===== src/design/sfcs_pkg.sv =====
// Package for the SPI NOR flash command sequencer.
// Holds the sizes, command and operation codes, flash opcodes, phase type,
// item and result structs, and small decode functions. It depends on nothing.
package sfcs_pkg;

    localparam int PAGE_BYTES = 256;
    localparam int PAGE_AW    = $clog2(PAGE_BYTES);
    localparam int CNT_W      = $clog2(PAGE_BYTES + 1);
    localparam int FBI_W      = $clog2(PAGE_BYTES + 5);
    localparam int ADDR_W     = 24;
    localparam int COUNT_W    = 24;

    typedef enum logic [1:0] {
        CMD_TICK  = 2'd0,
        CMD_LOAD  = 2'd1,
        CMD_START = 2'd2,
        CMD_NONE  = 2'd3
    } t_cmd;

    localparam logic [3:0] OP_RDSR1   = 4'd0;
    localparam logic [3:0] OP_RDSR2   = 4'd1;
    localparam logic [3:0] OP_RDSR3   = 4'd2;
    localparam logic [3:0] OP_WREN    = 4'd3;
    localparam logic [3:0] OP_WRDI    = 4'd4;
    localparam logic [3:0] OP_RDID    = 4'd5;
    localparam logic [3:0] OP_SE      = 4'd6;
    localparam logic [3:0] OP_BE      = 4'd7;
    localparam logic [3:0] OP_CE      = 4'd8;
    localparam logic [3:0] OP_PROGRAM = 4'd9;
    localparam logic [3:0] OP_READ    = 4'd10;

    localparam logic [7:0] FL_RDSR1 = 8'h05;
    localparam logic [7:0] FL_RDSR2 = 8'h35;
    localparam logic [7:0] FL_RDSR3 = 8'h15;
    localparam logic [7:0] FL_WREN  = 8'h06;
    localparam logic [7:0] FL_WRDI  = 8'h04;
    localparam logic [7:0] FL_RDID  = 8'h9F;
    localparam logic [7:0] FL_SE    = 8'h20;
    localparam logic [7:0] FL_BE    = 8'hD8;
    localparam logic [7:0] FL_CE    = 8'hC7;
    localparam logic [7:0] FL_PP    = 8'h02;
    localparam logic [7:0] FL_READ  = 8'h03;
    localparam logic [7:0] FL_DUMMY = 8'hFF;

    typedef enum logic [2:0] {
        PH_IDLE,
        PH_WREN,
        PH_GAP_MAIN,
        PH_MAIN,
        PH_GAP_POLL,
        PH_POLL
    } t_phase;

    typedef struct packed {
        t_cmd                 cmd;
        logic [3:0]           op;
        logic [ADDR_W-1:0]    flash_address;
        logic [COUNT_W-1:0]   byte_count;
        logic [7:0]           load_data;
        logic                 miso_bit;
    } t_item;

    typedef struct packed {
        logic       chip_select_n;
        logic       clock_pulse;
        logic       mosi_bit;
        logic       rx_valid;
        logic [7:0] rx_byte;
        logic       rx_last;
        logic       op_done;
        logic       idle;
        logic       rejected;
    } t_result;

    function automatic logic [7:0] opcode_of(logic [3:0] op);
        logic [7:0] code;
        unique case (op)
            OP_RDSR1:   code = FL_RDSR1;
            OP_RDSR2:   code = FL_RDSR2;
            OP_RDSR3:   code = FL_RDSR3;
            OP_WREN:    code = FL_WREN;
            OP_WRDI:    code = FL_WRDI;
            OP_RDID:    code = FL_RDID;
            OP_SE:      code = FL_SE;
            OP_BE:      code = FL_BE;
            OP_CE:      code = FL_CE;
            OP_PROGRAM: code = FL_PP;
            OP_READ:    code = FL_READ;
            default:    code = FL_DUMMY;
        endcase
        return code;
    endfunction

    function automatic logic [FBI_W-1:0] header_len(logic [3:0] op);
        logic [FBI_W-1:0] len;
        if (op == OP_SE || op == OP_BE || op == OP_PROGRAM || op == OP_READ) begin
            len = FBI_W'(4);
        end else begin
            len = FBI_W'(1);
        end
        return len;
    endfunction

    function automatic logic returns_bytes(logic [3:0] op);
        return (op <= OP_RDSR3) || (op == OP_RDID) || (op == OP_READ);
    endfunction

    function automatic logic polls_busy(logic [3:0] op);
        return (op >= OP_SE) && (op <= OP_PROGRAM);
    endfunction

endpackage


===== src/design/sfcs_core.sv =====
// Frame sequencer and page buffer of the SPI NOR flash command sequencer.
// Takes one accepted word at a time and forms its result word.
// Depends on sfcs_pkg.
module sfcs_core (
    input  logic             i_clk,
    input  logic             i_rst_n,
    input  logic             i_take,
    input  sfcs_pkg::t_item  i_item,
    output sfcs_pkg::t_result o_result
);

    logic [7:0]                   r_page_mem [sfcs_pkg::PAGE_BYTES];
    logic [7:0]                   r_rd_data;
    logic                         wr_en;
    logic [sfcs_pkg::PAGE_AW-1:0] wr_addr;
    logic [sfcs_pkg::PAGE_AW-1:0] rd_addr;
    logic [sfcs_pkg::FBI_W-1:0]   rd_index;

    sfcs_pkg::t_phase             r_phase, n_phase;
    logic [sfcs_pkg::CNT_W-1:0]   r_loaded, n_loaded;
    logic [3:0]                   r_cur_op, n_cur_op;
    logic [sfcs_pkg::ADDR_W-1:0]  r_address, n_address;
    logic [sfcs_pkg::COUNT_W-1:0] r_bytes_left, n_bytes_left;
    logic [7:0]                   r_shift_out, n_shift_out;
    logic [7:0]                   r_shift_in, n_shift_in;
    logic [2:0]                   r_bit_pos, n_bit_pos;
    logic [sfcs_pkg::FBI_W-1:0]   r_fbi, n_fbi;

    logic                         in_frame;
    logic [sfcs_pkg::FBI_W-1:0]   hdr;
    logic [7:0]                   next_tx;

    assign in_frame = (r_phase == sfcs_pkg::PH_WREN) || (r_phase == sfcs_pkg::PH_MAIN) ||
                      (r_phase == sfcs_pkg::PH_POLL);
    assign hdr      = sfcs_pkg::header_len(r_cur_op);

    // The read address follows the next byte index, so page data is ready on the next tick.
    assign rd_index = n_fbi - sfcs_pkg::FBI_W'(4);
    assign rd_addr  = rd_index[sfcs_pkg::PAGE_AW-1:0];

    always_ff @(posedge i_clk) begin
        if (wr_en) begin
            r_page_mem[wr_addr] <= i_item.load_data;
        end
        r_rd_data <= r_page_mem[rd_addr];
    end

    always_comb begin
        next_tx = sfcs_pkg::FL_DUMMY;
        unique case (r_phase)
            sfcs_pkg::PH_WREN: begin
                next_tx = sfcs_pkg::FL_WREN;
            end
            sfcs_pkg::PH_POLL: begin
                next_tx = (r_fbi == '0) ? sfcs_pkg::FL_RDSR1 : sfcs_pkg::FL_DUMMY;
            end
            default: begin
                if (r_fbi < hdr) begin
                    unique case (r_fbi)
                        sfcs_pkg::FBI_W'(0): next_tx = sfcs_pkg::opcode_of(r_cur_op);
                        sfcs_pkg::FBI_W'(1): next_tx = r_address[23:16];
                        sfcs_pkg::FBI_W'(2): next_tx = r_address[15:8];
                        default:             next_tx = r_address[7:0];
                    endcase
                end else if (r_cur_op == sfcs_pkg::OP_PROGRAM) begin
                    next_tx = r_rd_data;
                end
            end
        endcase
    end

    always_comb begin
        logic [7:0]                   tx;
        logic [7:0]                   sin_nx;
        logic [sfcs_pkg::FBI_W-1:0]   fbi_nx;
        logic [sfcs_pkg::COUNT_W-1:0] bl_nx;
        logic                         end_op;

        n_phase      = r_phase;
        n_loaded     = r_loaded;
        n_cur_op     = r_cur_op;
        n_address    = r_address;
        n_bytes_left = r_bytes_left;
        n_shift_out  = r_shift_out;
        n_shift_in   = r_shift_in;
        n_bit_pos    = r_bit_pos;
        n_fbi        = r_fbi;
        wr_en        = 1'b0;
        wr_addr      = r_loaded[sfcs_pkg::PAGE_AW-1:0];
        tx           = r_shift_out;
        sin_nx       = {r_shift_in[6:0], i_item.miso_bit};
        fbi_nx       = r_fbi;
        bl_nx        = r_bytes_left;
        end_op       = 1'b0;
        o_result               = '0;
        o_result.chip_select_n = !in_frame;

        if (i_take) begin
            unique case (i_item.cmd)
                sfcs_pkg::CMD_LOAD: begin
                    if (r_phase == sfcs_pkg::PH_IDLE &&
                        r_loaded < sfcs_pkg::CNT_W'(sfcs_pkg::PAGE_BYTES)) begin
                        wr_en    = 1'b1;
                        n_loaded = r_loaded + sfcs_pkg::CNT_W'(1);
                    end
                end
                sfcs_pkg::CMD_START: begin
                    if (r_phase != sfcs_pkg::PH_IDLE || i_item.op > sfcs_pkg::OP_READ ||
                        (i_item.op == sfcs_pkg::OP_PROGRAM &&
                         (i_item.byte_count == '0 ||
                          i_item.byte_count > sfcs_pkg::COUNT_W'(sfcs_pkg::PAGE_BYTES)))) begin
                        o_result.rejected = 1'b1;
                    end else begin
                        n_cur_op  = i_item.op;
                        n_address = i_item.flash_address;
                        if (i_item.op <= sfcs_pkg::OP_RDSR3) begin
                            n_bytes_left = sfcs_pkg::COUNT_W'(1);
                        end else if (i_item.op == sfcs_pkg::OP_RDID) begin
                            n_bytes_left = sfcs_pkg::COUNT_W'(3);
                        end else if (i_item.op == sfcs_pkg::OP_PROGRAM ||
                                     i_item.op == sfcs_pkg::OP_READ) begin
                            n_bytes_left = i_item.byte_count;
                        end else begin
                            n_bytes_left = '0;
                        end
                        if (i_item.op == sfcs_pkg::OP_PROGRAM) begin
                            n_loaded = '0;
                        end
                        n_fbi     = '0;
                        n_bit_pos = '0;
                        n_phase   = sfcs_pkg::polls_busy(i_item.op) ? sfcs_pkg::PH_WREN
                                                                    : sfcs_pkg::PH_MAIN;
                    end
                end
                sfcs_pkg::CMD_TICK: begin
                    if (r_phase == sfcs_pkg::PH_GAP_MAIN || r_phase == sfcs_pkg::PH_GAP_POLL) begin
                        n_phase   = (r_phase == sfcs_pkg::PH_GAP_MAIN) ? sfcs_pkg::PH_MAIN
                                                                       : sfcs_pkg::PH_POLL;
                        n_fbi     = '0;
                        n_bit_pos = '0;
                    end else if (in_frame) begin
                        if (r_bit_pos == '0) begin
                            tx = next_tx;
                        end
                        o_result.mosi_bit    = tx[7];
                        o_result.clock_pulse = 1'b1;
                        n_shift_out          = {tx[6:0], 1'b0};
                        n_shift_in           = sin_nx;
                        n_bit_pos            = r_bit_pos + 3'd1;
                        if (r_bit_pos == 3'd7) begin
                            unique case (r_phase)
                                sfcs_pkg::PH_WREN: begin
                                    n_phase = sfcs_pkg::PH_GAP_MAIN;
                                end
                                sfcs_pkg::PH_POLL: begin
                                    fbi_nx = r_fbi + sfcs_pkg::FBI_W'(1);
                                    if (fbi_nx >= sfcs_pkg::FBI_W'(2)) begin
                                        if (sin_nx[0]) begin
                                            n_phase = sfcs_pkg::PH_GAP_POLL;
                                        end else begin
                                            end_op = 1'b1;
                                        end
                                    end
                                end
                                default: begin
                                    if (r_fbi < hdr) begin
                                        fbi_nx = r_fbi + sfcs_pkg::FBI_W'(1);
                                    end else if (r_bytes_left != '0) begin
                                        if (sfcs_pkg::returns_bytes(r_cur_op)) begin
                                            o_result.rx_valid = 1'b1;
                                            o_result.rx_byte  = sin_nx;
                                            o_result.rx_last  =
                                                (r_bytes_left == sfcs_pkg::COUNT_W'(1));
                                        end
                                        if (r_cur_op == sfcs_pkg::OP_PROGRAM) begin
                                            fbi_nx = r_fbi + sfcs_pkg::FBI_W'(1);
                                        end
                                        bl_nx = r_bytes_left - sfcs_pkg::COUNT_W'(1);
                                    end
                                    if (fbi_nx >= hdr && bl_nx == '0) begin
                                        if (sfcs_pkg::polls_busy(r_cur_op)) begin
                                            n_phase = sfcs_pkg::PH_GAP_POLL;
                                        end else begin
                                            end_op = 1'b1;
                                        end
                                    end
                                end
                            endcase
                            n_fbi        = fbi_nx;
                            n_bytes_left = bl_nx;
                            if (end_op) begin
                                o_result.op_done = 1'b1;
                                n_phase          = sfcs_pkg::PH_IDLE;
                                n_fbi            = '0;
                            end
                        end
                    end
                end
                default: begin
                end
            endcase
        end

        o_result.idle = (n_phase == sfcs_pkg::PH_IDLE);
    end

    always_ff @(posedge i_clk) begin
        if (!i_rst_n) begin
            r_phase      <= sfcs_pkg::PH_IDLE;
            r_loaded     <= '0;
            r_cur_op     <= '0;
            r_bytes_left <= '0;
            r_bit_pos    <= '0;
            r_fbi        <= '0;
        end else begin
            r_phase      <= n_phase;
            r_loaded     <= n_loaded;
            r_cur_op     <= n_cur_op;
            r_bytes_left <= n_bytes_left;
            r_bit_pos    <= n_bit_pos;
            r_fbi        <= n_fbi;
        end
    end

    always_ff @(posedge i_clk) begin
        r_address   <= n_address;
        r_shift_out <= n_shift_out;
        r_shift_in  <= n_shift_in;
    end

endmodule


===== src/design/spi_flash_command_sequencer.sv =====
// Top level of the SPI NOR flash command sequencer: handshakes and output register.
// Depends on sfcs_pkg and sfcs_core.
//
//   Channel  Direction  Handshake                  Payload
//   in       to block   i_in_valid / o_in_stall    i_cmd i_op i_flash_address i_byte_count
//                                                  i_load_data i_miso_bit
//   out      from block o_out_valid / i_out_stall  o_chip_select_n ... o_rejected
//
// One word is accepted in every clock cycle while the output register is free or being
// emptied; its result word appears in the output register in the next cycle.
// Page data is fetched from the page buffer RAM into a read register ahead of its first bit.
// Reset is synchronous; the page buffer is not cleared and holds unknown data until loaded.
// A stall on the output while the output register is valid holds the result and stalls the input in the same cycle.
module spi_flash_command_sequencer (
    input  logic                           i_clk,
    input  logic                           i_rst_n,
    input  logic                           i_in_valid,
    output logic                           o_in_stall,
    input  logic [1:0]                     i_cmd,
    input  logic [3:0]                     i_op,
    input  logic [sfcs_pkg::ADDR_W-1:0]    i_flash_address,
    input  logic [sfcs_pkg::COUNT_W-1:0]   i_byte_count,
    input  logic [7:0]                     i_load_data,
    input  logic                           i_miso_bit,
    output logic                           o_out_valid,
    input  logic                           i_out_stall,
    output logic                           o_chip_select_n,
    output logic                           o_clock_pulse,
    output logic                           o_mosi_bit,
    output logic                           o_rx_valid,
    output logic [7:0]                     o_rx_byte,
    output logic                           o_rx_last,
    output logic                           o_op_done,
    output logic                           o_idle,
    output logic                           o_rejected
);

    logic               take;
    sfcs_pkg::t_item    item;
    sfcs_pkg::t_result  result;
    sfcs_pkg::t_result  r_out;
    logic               r_out_valid;

    assign o_in_stall = r_out_valid && i_out_stall;
    assign take       = i_in_valid && !o_in_stall;

    assign item.cmd           = sfcs_pkg::t_cmd'(i_cmd);
    assign item.op            = i_op;
    assign item.flash_address = i_flash_address;
    assign item.byte_count    = i_byte_count;
    assign item.load_data     = i_load_data;
    assign item.miso_bit      = i_miso_bit;

    sfcs_core u_core (
        .i_clk    (i_clk),
        .i_rst_n  (i_rst_n),
        .i_take   (take),
        .i_item   (item),
        .o_result (result)
    );

    always_ff @(posedge i_clk) begin
        if (!i_rst_n) begin
            r_out_valid <= 1'b0;
        end else if (take) begin
            r_out_valid <= 1'b1;
        end else if (!i_out_stall) begin
            r_out_valid <= 1'b0;
        end
    end

    always_ff @(posedge i_clk) begin
        if (take) begin
            r_out <= result;
        end
    end

    assign o_out_valid     = r_out_valid;
    assign o_chip_select_n = r_out.chip_select_n;
    assign o_clock_pulse   = r_out.clock_pulse;
    assign o_mosi_bit      = r_out.mosi_bit;
    assign o_rx_valid      = r_out.rx_valid;
    assign o_rx_byte       = r_out.rx_byte;
    assign o_rx_last       = r_out.rx_last;
    assign o_op_done       = r_out.op_done;
    assign o_idle          = r_out.idle;
    assign o_rejected      = r_out.rejected;

endmodule


===== config.mk =====
export PLATFORM = sky130hd
export DESIGN_NAME = spi_flash_command_sequencer
export DESIGN_NICKNAME = d
export VERILOG_FILES = /design/src/design/sfcs_pkg.sv /design/src/design/sfcs_core.sv /design/src/design/spi_flash_command_sequencer.sv
export SDC_FILE = /design/constraint.sdc
export NUM_CORES = 2
export LEC_CHECK = 0
export BUFFER_PORTS_ARGS = -buffer_cell sky130_fd_sc_hd__buf_2
export CORE_ASPECT_RATIO = 1.5
export CORE_MARGIN = 8
export CORE_UTILIZATION = 45
export DETAILED_ROUTE_END_ITERATION = 16
export GPL_TIMING_DRIVEN = 0
export SYNTH_ARGS = -nofsm -noshare
export SYNTH_HDL_FRONTEND = slang
export SYNTH_SLANG_ARGS = --single-unit

===== constraint.sdc =====
create_clock -name i_clk -period 9.4 [get_ports i_clk]
set_clock_uncertainty 0.15 [all_clocks]
set_input_delay 0.47 -clock i_clk [delete_from_list [all_inputs] [get_ports i_clk]]
set_output_delay 0.47 -clock i_clk [all_outputs]
set_load 0.005 [all_outputs]

After elaboration in Yosys (flattened, before gate mapping):

Memory sizes are Yosys's and may differ from the RTL's. A register that Yosys moved wholly into a read port is not among the register bits.
Index checks and enable logic that the tools add are counted.

* bits in registers: 107
* word-level logic and storage cells: 207
* memories kept: 2
* bits in writable memories: 2048
* ROM bits: 128
* output and inout bits: 18

* mux-type cells: 90
* equal/unequal tests: 28
* order comparisons: 12
* add/sub/neg operators: 5
* bitwise logic cells: 7
* reduce and logical (&&, ||, !) cells: 43

Memories
* u_core.r_page_mem: words 256, bits a word 8, rd ports 1, clocked after Yosys merged registers in 1, write ports 1, RTL line sfcs_core.sv:12 `logic [7:0] r_page_mem [sfcs_pkg::PAGE_BYTES];`
* (name not given): words 16, bits a word 8, rd ports 1, clocked after Yosys merged registers in 1, write ports 0, RTL line sfcs_pkg.sv:77 `unique case (op)`

Operators with widths (number)
* 2-to-1 mux 24 bit: 16
* 2-to-1 mux 9 bit: 18
* one-hot mux 9 bit (2 select lines): 3
* logical NOT 24 bit: 2
* one-hot mux 24 bit (2 select lines): 1
* 2-to-1 mux 3 bit: 15
* 2-to-1 mux 10 bit: 4
* 2-to-1 mux 8 bit: 4
* == test 24 x 1 -> 1 bit (second input constant): 1
* > comparator 24 x 9 -> 1 bit (second input constant): 1
* one-hot mux 8 bit (3 select lines): 1
* nonzero test 24 bit: 1
* subtractor 24 x 1 -> 24 bit (second input constant): 1
* adder 9 x 1 -> 9 bit (second input constant): 2
* 2-to-1 mux 1 bit: 18
* one-hot mux 3 bit (2 select lines): 3
* == test 4 x 3 -> 1 bit (second input constant): 4
* == test 4 bit (second input constant): 4
* one-hot mux 8 bit (2 select lines): 1
* 2-to-1 mux 13 bit: 1
* logical OR 1 bit: 12
* 2-to-1 mux 11 bit: 1
* != test 2 x 1 -> 1 bit (second input constant): 5
* == test 3 bit (second input constant): 3
* 38 further kinds: 63

Logic depth before layout (Yosys ltp):

* depth in word-level cells: 29
* gate-level depth with buffers: 33
* gate-level depth less buffers: 25

By module:

A second synthesis with hierarchy kept.

* cell total of the unflattened synthesis: 6828
* area total of the unflattened synthesis: 88890.3 µm²

Modules (own cells, without submodules)
* sfcs_core: cells an instance 6808, times used 1, area an instance 88367.3 µm², seq. area each 64001.4 µm²
* spi_flash_command_sequencer: cells an instance 20, times used 1, area an instance 523.0 µm², seq. area each 500.5 µm²

Least setup slack after synthesis:

OpenSTA, ideal clock, no wires.

* path kind: register to register
* start point: reg u_core.r_bytes_left[0] in the netlist's numbering
* end point: reg u_core.r_rd_data[3] (read register of u_core.r_page_mem)
* arrival time: 6.454 ns
* setup slack: 2.708 ns
* stages on the path, launching flop included: 31
* path buffers: 7
* setup time: 0.088 ns
* clock period less this slack: 6.692 ns
* cell sequence: dfxtp_1 -> inv_1 -> ha_1 -> nor3b_1 -> nand4_1 -> nor2_1 -> o21ai_1 -> xnor2_1 -> ha_1 -> nand2b_1 -> a2111o_1 -> a32o_1 -> and4_4 -> nor3_2 -> a31o_4 -> inv_2 -> buf_4 -> buf_2 -> buf_2 -> buf_1 -> ha_1 -> clkbuf_1 -> clkinv_1 -> nor2_1 -> clkbuf_1 -> clkbuf_1 -> nand3_1 -> nand4_1 -> a21oi_1 -> and4b_1 -> nor4_2

* longest elaborated chain between the ends: 25

Ends and longest elaborated chain
* start: declaration: RTL line sfcs_core.sv:23 `logic [sfcs_pkg::COUNT_W-1:0] r_bytes_left, n_bytes_left;`
* start signal: assignment: RTL line sfcs_core.sv:219 `r_bytes_left <= n_bytes_left;`
* subtractor 24 x 1 -> 24 bit or nonzero test 24 bit (tied branches): RTL line sfcs_core.sv:178, sfcs_core.sv:168
* 2-to-1 mux 24 bit or 2-to-1 mux 9 bit (tied branches): RTL line sfcs_core.sv:168 `end else if (r_bytes_left != '0) begin`
* 2-to-1 mux 24 bit or 2-to-1 mux 9 bit (tied branches): RTL line sfcs_core.sv:166 `if (r_fbi < hdr) begin`
* 2-to-1 mux 24 bit or 2-to-1 mux 9 bit (tied branches): RTL line sfcs_core.sv:151 `unique case (r_phase)`
* 2-to-1 mux 24 bit or 2-to-1 mux 9 bit (tied branches): RTL line sfcs_core.sv:150 `if (r_bit_pos == 3'd7) begin`
* 2-to-1 mux 24 bit or 2-to-1 mux 9 bit (tied branches): RTL line sfcs_core.sv:141 `end else if (in_frame) begin`
* 2-to-1 mux 24 bit or 2-to-1 mux 9 bit (tied branches): RTL line sfcs_core.sv:136 `if (r_phase == sfcs_pkg::PH_GAP_MAIN || r_phase == sfcs_pkg::PH_GAP_POLL) begin`
* 2-to-1 mux 24 bit or 2-to-1 mux 9 bit (tied branches): RTL line sfcs_core.sv:99 `unique case (i_item.cmd)`
* [... 9 more ...]
* 2-to-1 mux 1 bit: RTL line sfcs_core.sv:98 `if (i_take) begin`
* 2-to-1 mux 9 bit *: RTL line sfcs_core.sv:191 `if (end_op) begin`
* 2-to-1 mux 9 bit *: RTL line sfcs_core.sv:150
* 2-to-1 mux 9 bit *: RTL line sfcs_core.sv:141
* 2-to-1 mux 9 bit *: RTL line sfcs_core.sv:136
* one-hot mux 9 bit (2 select lines) *: RTL line sfcs_core.sv:99
* 2-to-1 mux 9 bit *: RTL line sfcs_core.sv:98
* subtractor 8 x 3 -> 8 bit *: RTL line sfcs_core.sv:38 `assign rd_index = n_fbi - sfcs_pkg::FBI_W'(4);`
* end: declaration: RTL line sfcs_core.sv:13 `logic [7:0] r_rd_data;`

Every way passes the cells marked *; elsewhere a longest branch is shown, timed or not. The select of a mux whose other input is x is not followed.
A chain may end at the register's enable or synchronous reset.

Worst setup path after layout:

* start point: reg u_core.r_fbi[4] in the netlist's numbering
* end point: reg u_core.r_rd_data[0] (read register of u_core.r_page_mem)

* longest elaborated chain between the ends: 26

Ends and longest elaborated chain
* start: declaration: RTL line sfcs_core.sv:27 `logic [sfcs_pkg::FBI_W-1:0] r_fbi, n_fbi;`
* start signal: assignment: RTL line sfcs_core.sv:221 `r_fbi <= n_fbi;`
* adder 9 x 1 -> 9 bit: RTL line sfcs_core.sv:156, sfcs_core.sv:167, sfcs_core.sv:176
* 2-to-1 mux 9 bit: RTL line sfcs_core.sv:175 `if (r_cur_op == sfcs_pkg::OP_PROGRAM) begin`
* 2-to-1 mux 9 bit: RTL line sfcs_core.sv:168
* 2-to-1 mux 9 bit: RTL line sfcs_core.sv:166
* 2-to-1 mux 9 bit: RTL line sfcs_core.sv:151
* 2-to-1 mux 9 bit: RTL line sfcs_core.sv:150
* 2-to-1 mux 9 bit: RTL line sfcs_core.sv:141
* 2-to-1 mux 9 bit: RTL line sfcs_core.sv:136
* [... 10 more ...]
* 2-to-1 mux 1 bit: RTL line sfcs_core.sv:98
* 2-to-1 mux 9 bit: RTL line sfcs_core.sv:191
* 2-to-1 mux 9 bit: RTL line sfcs_core.sv:150
* 2-to-1 mux 9 bit: RTL line sfcs_core.sv:141
* 2-to-1 mux 9 bit: RTL line sfcs_core.sv:136
* one-hot mux 9 bit (2 select lines): RTL line sfcs_core.sv:99
* 2-to-1 mux 9 bit *: RTL line sfcs_core.sv:98
* subtractor 8 x 3 -> 8 bit *: RTL line sfcs_core.sv:38

Marks and branches as above.

==> impl_metrics.toml <==
[timing]
fin_ws_ns = -0.165
slew_headroom_pct = -7.77
finalHoldViolations = 0
setup_tns_ns = -0.331
rsz0062_at_grt = "no"
post-route-min-period_ns = 9.56
drv_slew = 86
tightest_slew_ns = 1.62
period_share_pct = 102
setup_viol = 4
clock.fmax_mhz = 105

[cts]
cts.sinks = 2171
cts_htree_levels = 4
cts_tree = "done"
clk_pin_slew_ns = 0.07
ctsLongestPathBuffers = 4
root_buffer = "clkbuf_16"
clock_latency_ns = 0.87
post-cts-setup-buffer-count = 0
cts_inserted_buffers = 205

[worst_setup_path]
cp.depth = 22
cp-endpoint = "u_core.r_rd_data[0]"
start_kind = "flip-flop"
critPathLaunch = "u_core.r_fbi[4]"
r2r-start = "u_core.r_fbi[4]"
slowest_delay_ns = 1.20
worst-path-max-fanout = 10
endpoint_kind = "flip-flop"
worstPathRequired_ns = 9.94
cp_data_arrival_time_ns = 10.10
reg2reg_slack_ns = -0.16
cp_top_family = "buffers and inverters"
reg2reg_to = "u_core.r_rd_data[0]"
slowest_stage = "clkbuf_1"
critPathKind = "flip-flop to flip-flop"
r2r_cells = 22
cp_num_buf_inv = 6
path_cells = "clkbuf_1 -> or2_2 -> nor4_1 -> clkbuf_4 -> nand2_2 -> o21ai_2 -> xnor2_1 -> ha_1 -> nand2b_1 -> a2111o_1 -> a32o_1 -> and4_4 -> nor3_2 -> a31o_4 -> buf_6 -> buf_2 -> clkbuf_2 -> clkbuf_1 -> a31oi_1 -> o221ai_1 -> nor4_1 -> nor4_2"

[floorplan]
ioPinCount = 85
die_h_um = 564
die_w_um = 382
die_area_um2 = 215000
start_util_pct = 45.2
coreArea_um2 = 200000
num_rows = 201

[detailed_routing]
drtAntennaViolNets = 0
drc = 0
routed-via-count = 66204
viasPerCell = 6.34
first_pass_iters = 10
routed_wl_um = 373000
routedWlPerCell_um = 35.7
first_iter_violations = 9696

[place]
hpwl_um = 264000
finalWeightedCongestion = 1.03
pre_cts_slack_ns = -3.13
port_buffers = 82
dp.cells = 9969
placed_cell_area_um2 = 94600

[grt]
met2_usage_pct = 53.3
grt_pass1_wl_um = 503000
busiest_layer = "met2"
grt_usage_pct = 33.4
grt_max_degree = 141
grt_use_met1_pct = 36.7
gr-total-overflow = 0
grt_pass1_vias = 62768
antenna_found_initial = 38
grt_util_met3_pct = 6.43

[synth]
synth_simple_gate_area_share_pct = 17.1
yosys_most_used_dff = "edfxtp_1"
ys_warn_count = 0
ys_ff_latch = 2171
synth_top_family_by_area = "simple AND/OR/NAND/NOR gates"
synth_mux_area_share_pct = 1.26
ys_seq_area_share_pct = 71.5
syn_area_um2 = 90200
synth_fp_nets = 7310
synth-edff-count = 2102
syn-instance-count = 7224
synth_xor_area_share_pct = 0.233
synth_cell_types = 88
syn_avg_cell_area_um2 = 12.5
async_reset_ff_share_pct = 0
synth_compound_area_share_pct = 7.11
synth-adder-area-share_pct = 0.263

[run_status]
failed_checks = "max-capacitance violations, max-slew violations, negative setup slack"
status = "finished with violations"

[cells_and_area]
regArea_um2 = 64500
multi_input_area_um2 = 23800
final_util_pct = 51.1
final_cells = 10443
post-route-cell-area_um2 = 102000
layout.nets = 7684
drive_gt1_share_pct = 8.65
n_fill_cell = 17213
syn2layout_area_growth_pct = 13.1

[power]
power_density_nw_per_um2 = 188
leakagePower_uw = 0.0345
ir_worst_vdd_mv = 0.137

[run]
cap_violations = 8

[worst_hold_path]
holdCritPathClass = "input port to flip-flop"
==> routing by layer <==
| metal | part of all wire (%) | vias up |
|---|---|---|
| li1 | - | 27795 |
| met1 | 32 | 32741 |
| met2 | 45 | 4394 |
| met3 | 9.2 | 1262 |
| met4 | 13 | 12 |
| met5 | 0.020 | - |
==> stage by stage <==
stage	total power (µW)	hold WS, ns
floorplan	10900	0.267
global placement	11200	0.279
detailed placement	11200	0.278
CTS	19200	0.0519
global route	19500	0.0764
finish	19200	0.0351
==> timing repair <==
action,in CTS,in global routing
gates resized for setup,62,26
endpoints found under the setup margin,8,8
gates cloned,0,0
hold buffers,59,0
hold endpoints to repair,245,0
pin swaps,0,4
==> kinds of logic after synthesis <==
| group | count (synthesis) |
|---|---|
| AND/OR/NAND/NOR | 3519 |
| flip-flops | 2171 |
| AO/OA/AOI/OAI | 832 |
| buffers and inverters | 546 |
| multiplexers | 113 |
| XOR/XNOR | 24 |
| adder cells (fa/ha/maj) | 19 |
==> synth_stat cells, types with 69 or more instances <==
library cell | instances | area [µm²]
o221ai_1 | 83 | 727
edfxtp_1 | 2102 | 63100
a221oi_1 | 204 | 1790
clkbuf_1 | 322 | 1210
nand2_1 | 1802 | 6760
nand3_1 | 1015 | 5080
buf_2 | 141 | 706
nor2_1 | 357 | 1340
a22oi_1 | 100 | 751
dfxtp_1 | 69 | 1380
and3_1 | 70 | 438
mux2i_1 | 110 | 1100
a21oi_1 | 78 | 390
==> cell usage in the layout (no fill, tap or decap), types with 22 or more instances in the layout <==
cell           instances
o221ai_1              79
nand4_1               41
a22oi_1               83
o22ai_1               39
nor4_1                27
and2_1                31
a311oi_1              57
dlygate4sd3_1         59
and3_1                70
clkinv_2              24
dfxtp_1               69
inv_1                 22
clkinv_1              47
nand2_1             1800
a21oi_1               78
buf_2                216
mux2i_1              110
nand3_1             1013
diode_2               50
clkbuf_2              37
edfxtp_1            2102
clkbuf_1             321
o21ai_0               67
a31oi_1               58
buf_1                 43
nor3_1                37
nor2_1               345
a221oi_1             204
clkbuf_16            208
==> flip-flops by register name, summed over array words and instances, names as in the netlist, 4 cells and up, named ones only <==
signal / count
u_core.r_loaded: 9
u_core.r_cur_op: 4
u_core.r_shift_out: 7
u_core.r_page_mem: 2048
o_rx_byte: 8
u_core.r_rd_data: 8
u_core.r_shift_in: 7
u_core.r_address: 24
u_core.r_bytes_left: 24
u_core.r_fbi: 9
==> worst min path at each step <==
stage,from,end,slack (ns),cells after the start
after floorplan,u_core.r_shift_in[0],u_core.r_shift_in[1],0.27,0
after global placement,u_core.r_shift_in[5],u_core.r_shift_in[6],0.28,0
after detailed placement,u_core.r_shift_in[2],u_core.r_shift_in[3],0.28,0
after CTS,i_byte_count[15],o_rejected,0.05,5
after global routing,i_load_data[5],u_core.r_page_mem[15][5],0.08,2
final,i_load_data[5],u_core.r_page_mem[15][5],0.04,2
==> power breakdown <==
part | switching (µW) | internal, µW | total (µW)
Sequential | 7.90 | 10600 | 10600
Clock | 3710 | 4440 | 8150
Combinational | 308 | 98.1 | 406
Total | 4030 | 15100 | 19200
==> area by class of cell <==
class	count	share of cell area, %
multi-input combinational	4507	23.3
timing repair buffer	169	1.67
buffer	518	2.21
clock inverter	111	0.911
tap	2639	3.23
inverter	26	0.102
clock buffer	252	5.27
antenna	50	0.123
sequential	2171	63.2
Note: power is estimated with default switching activity, not from simulation.
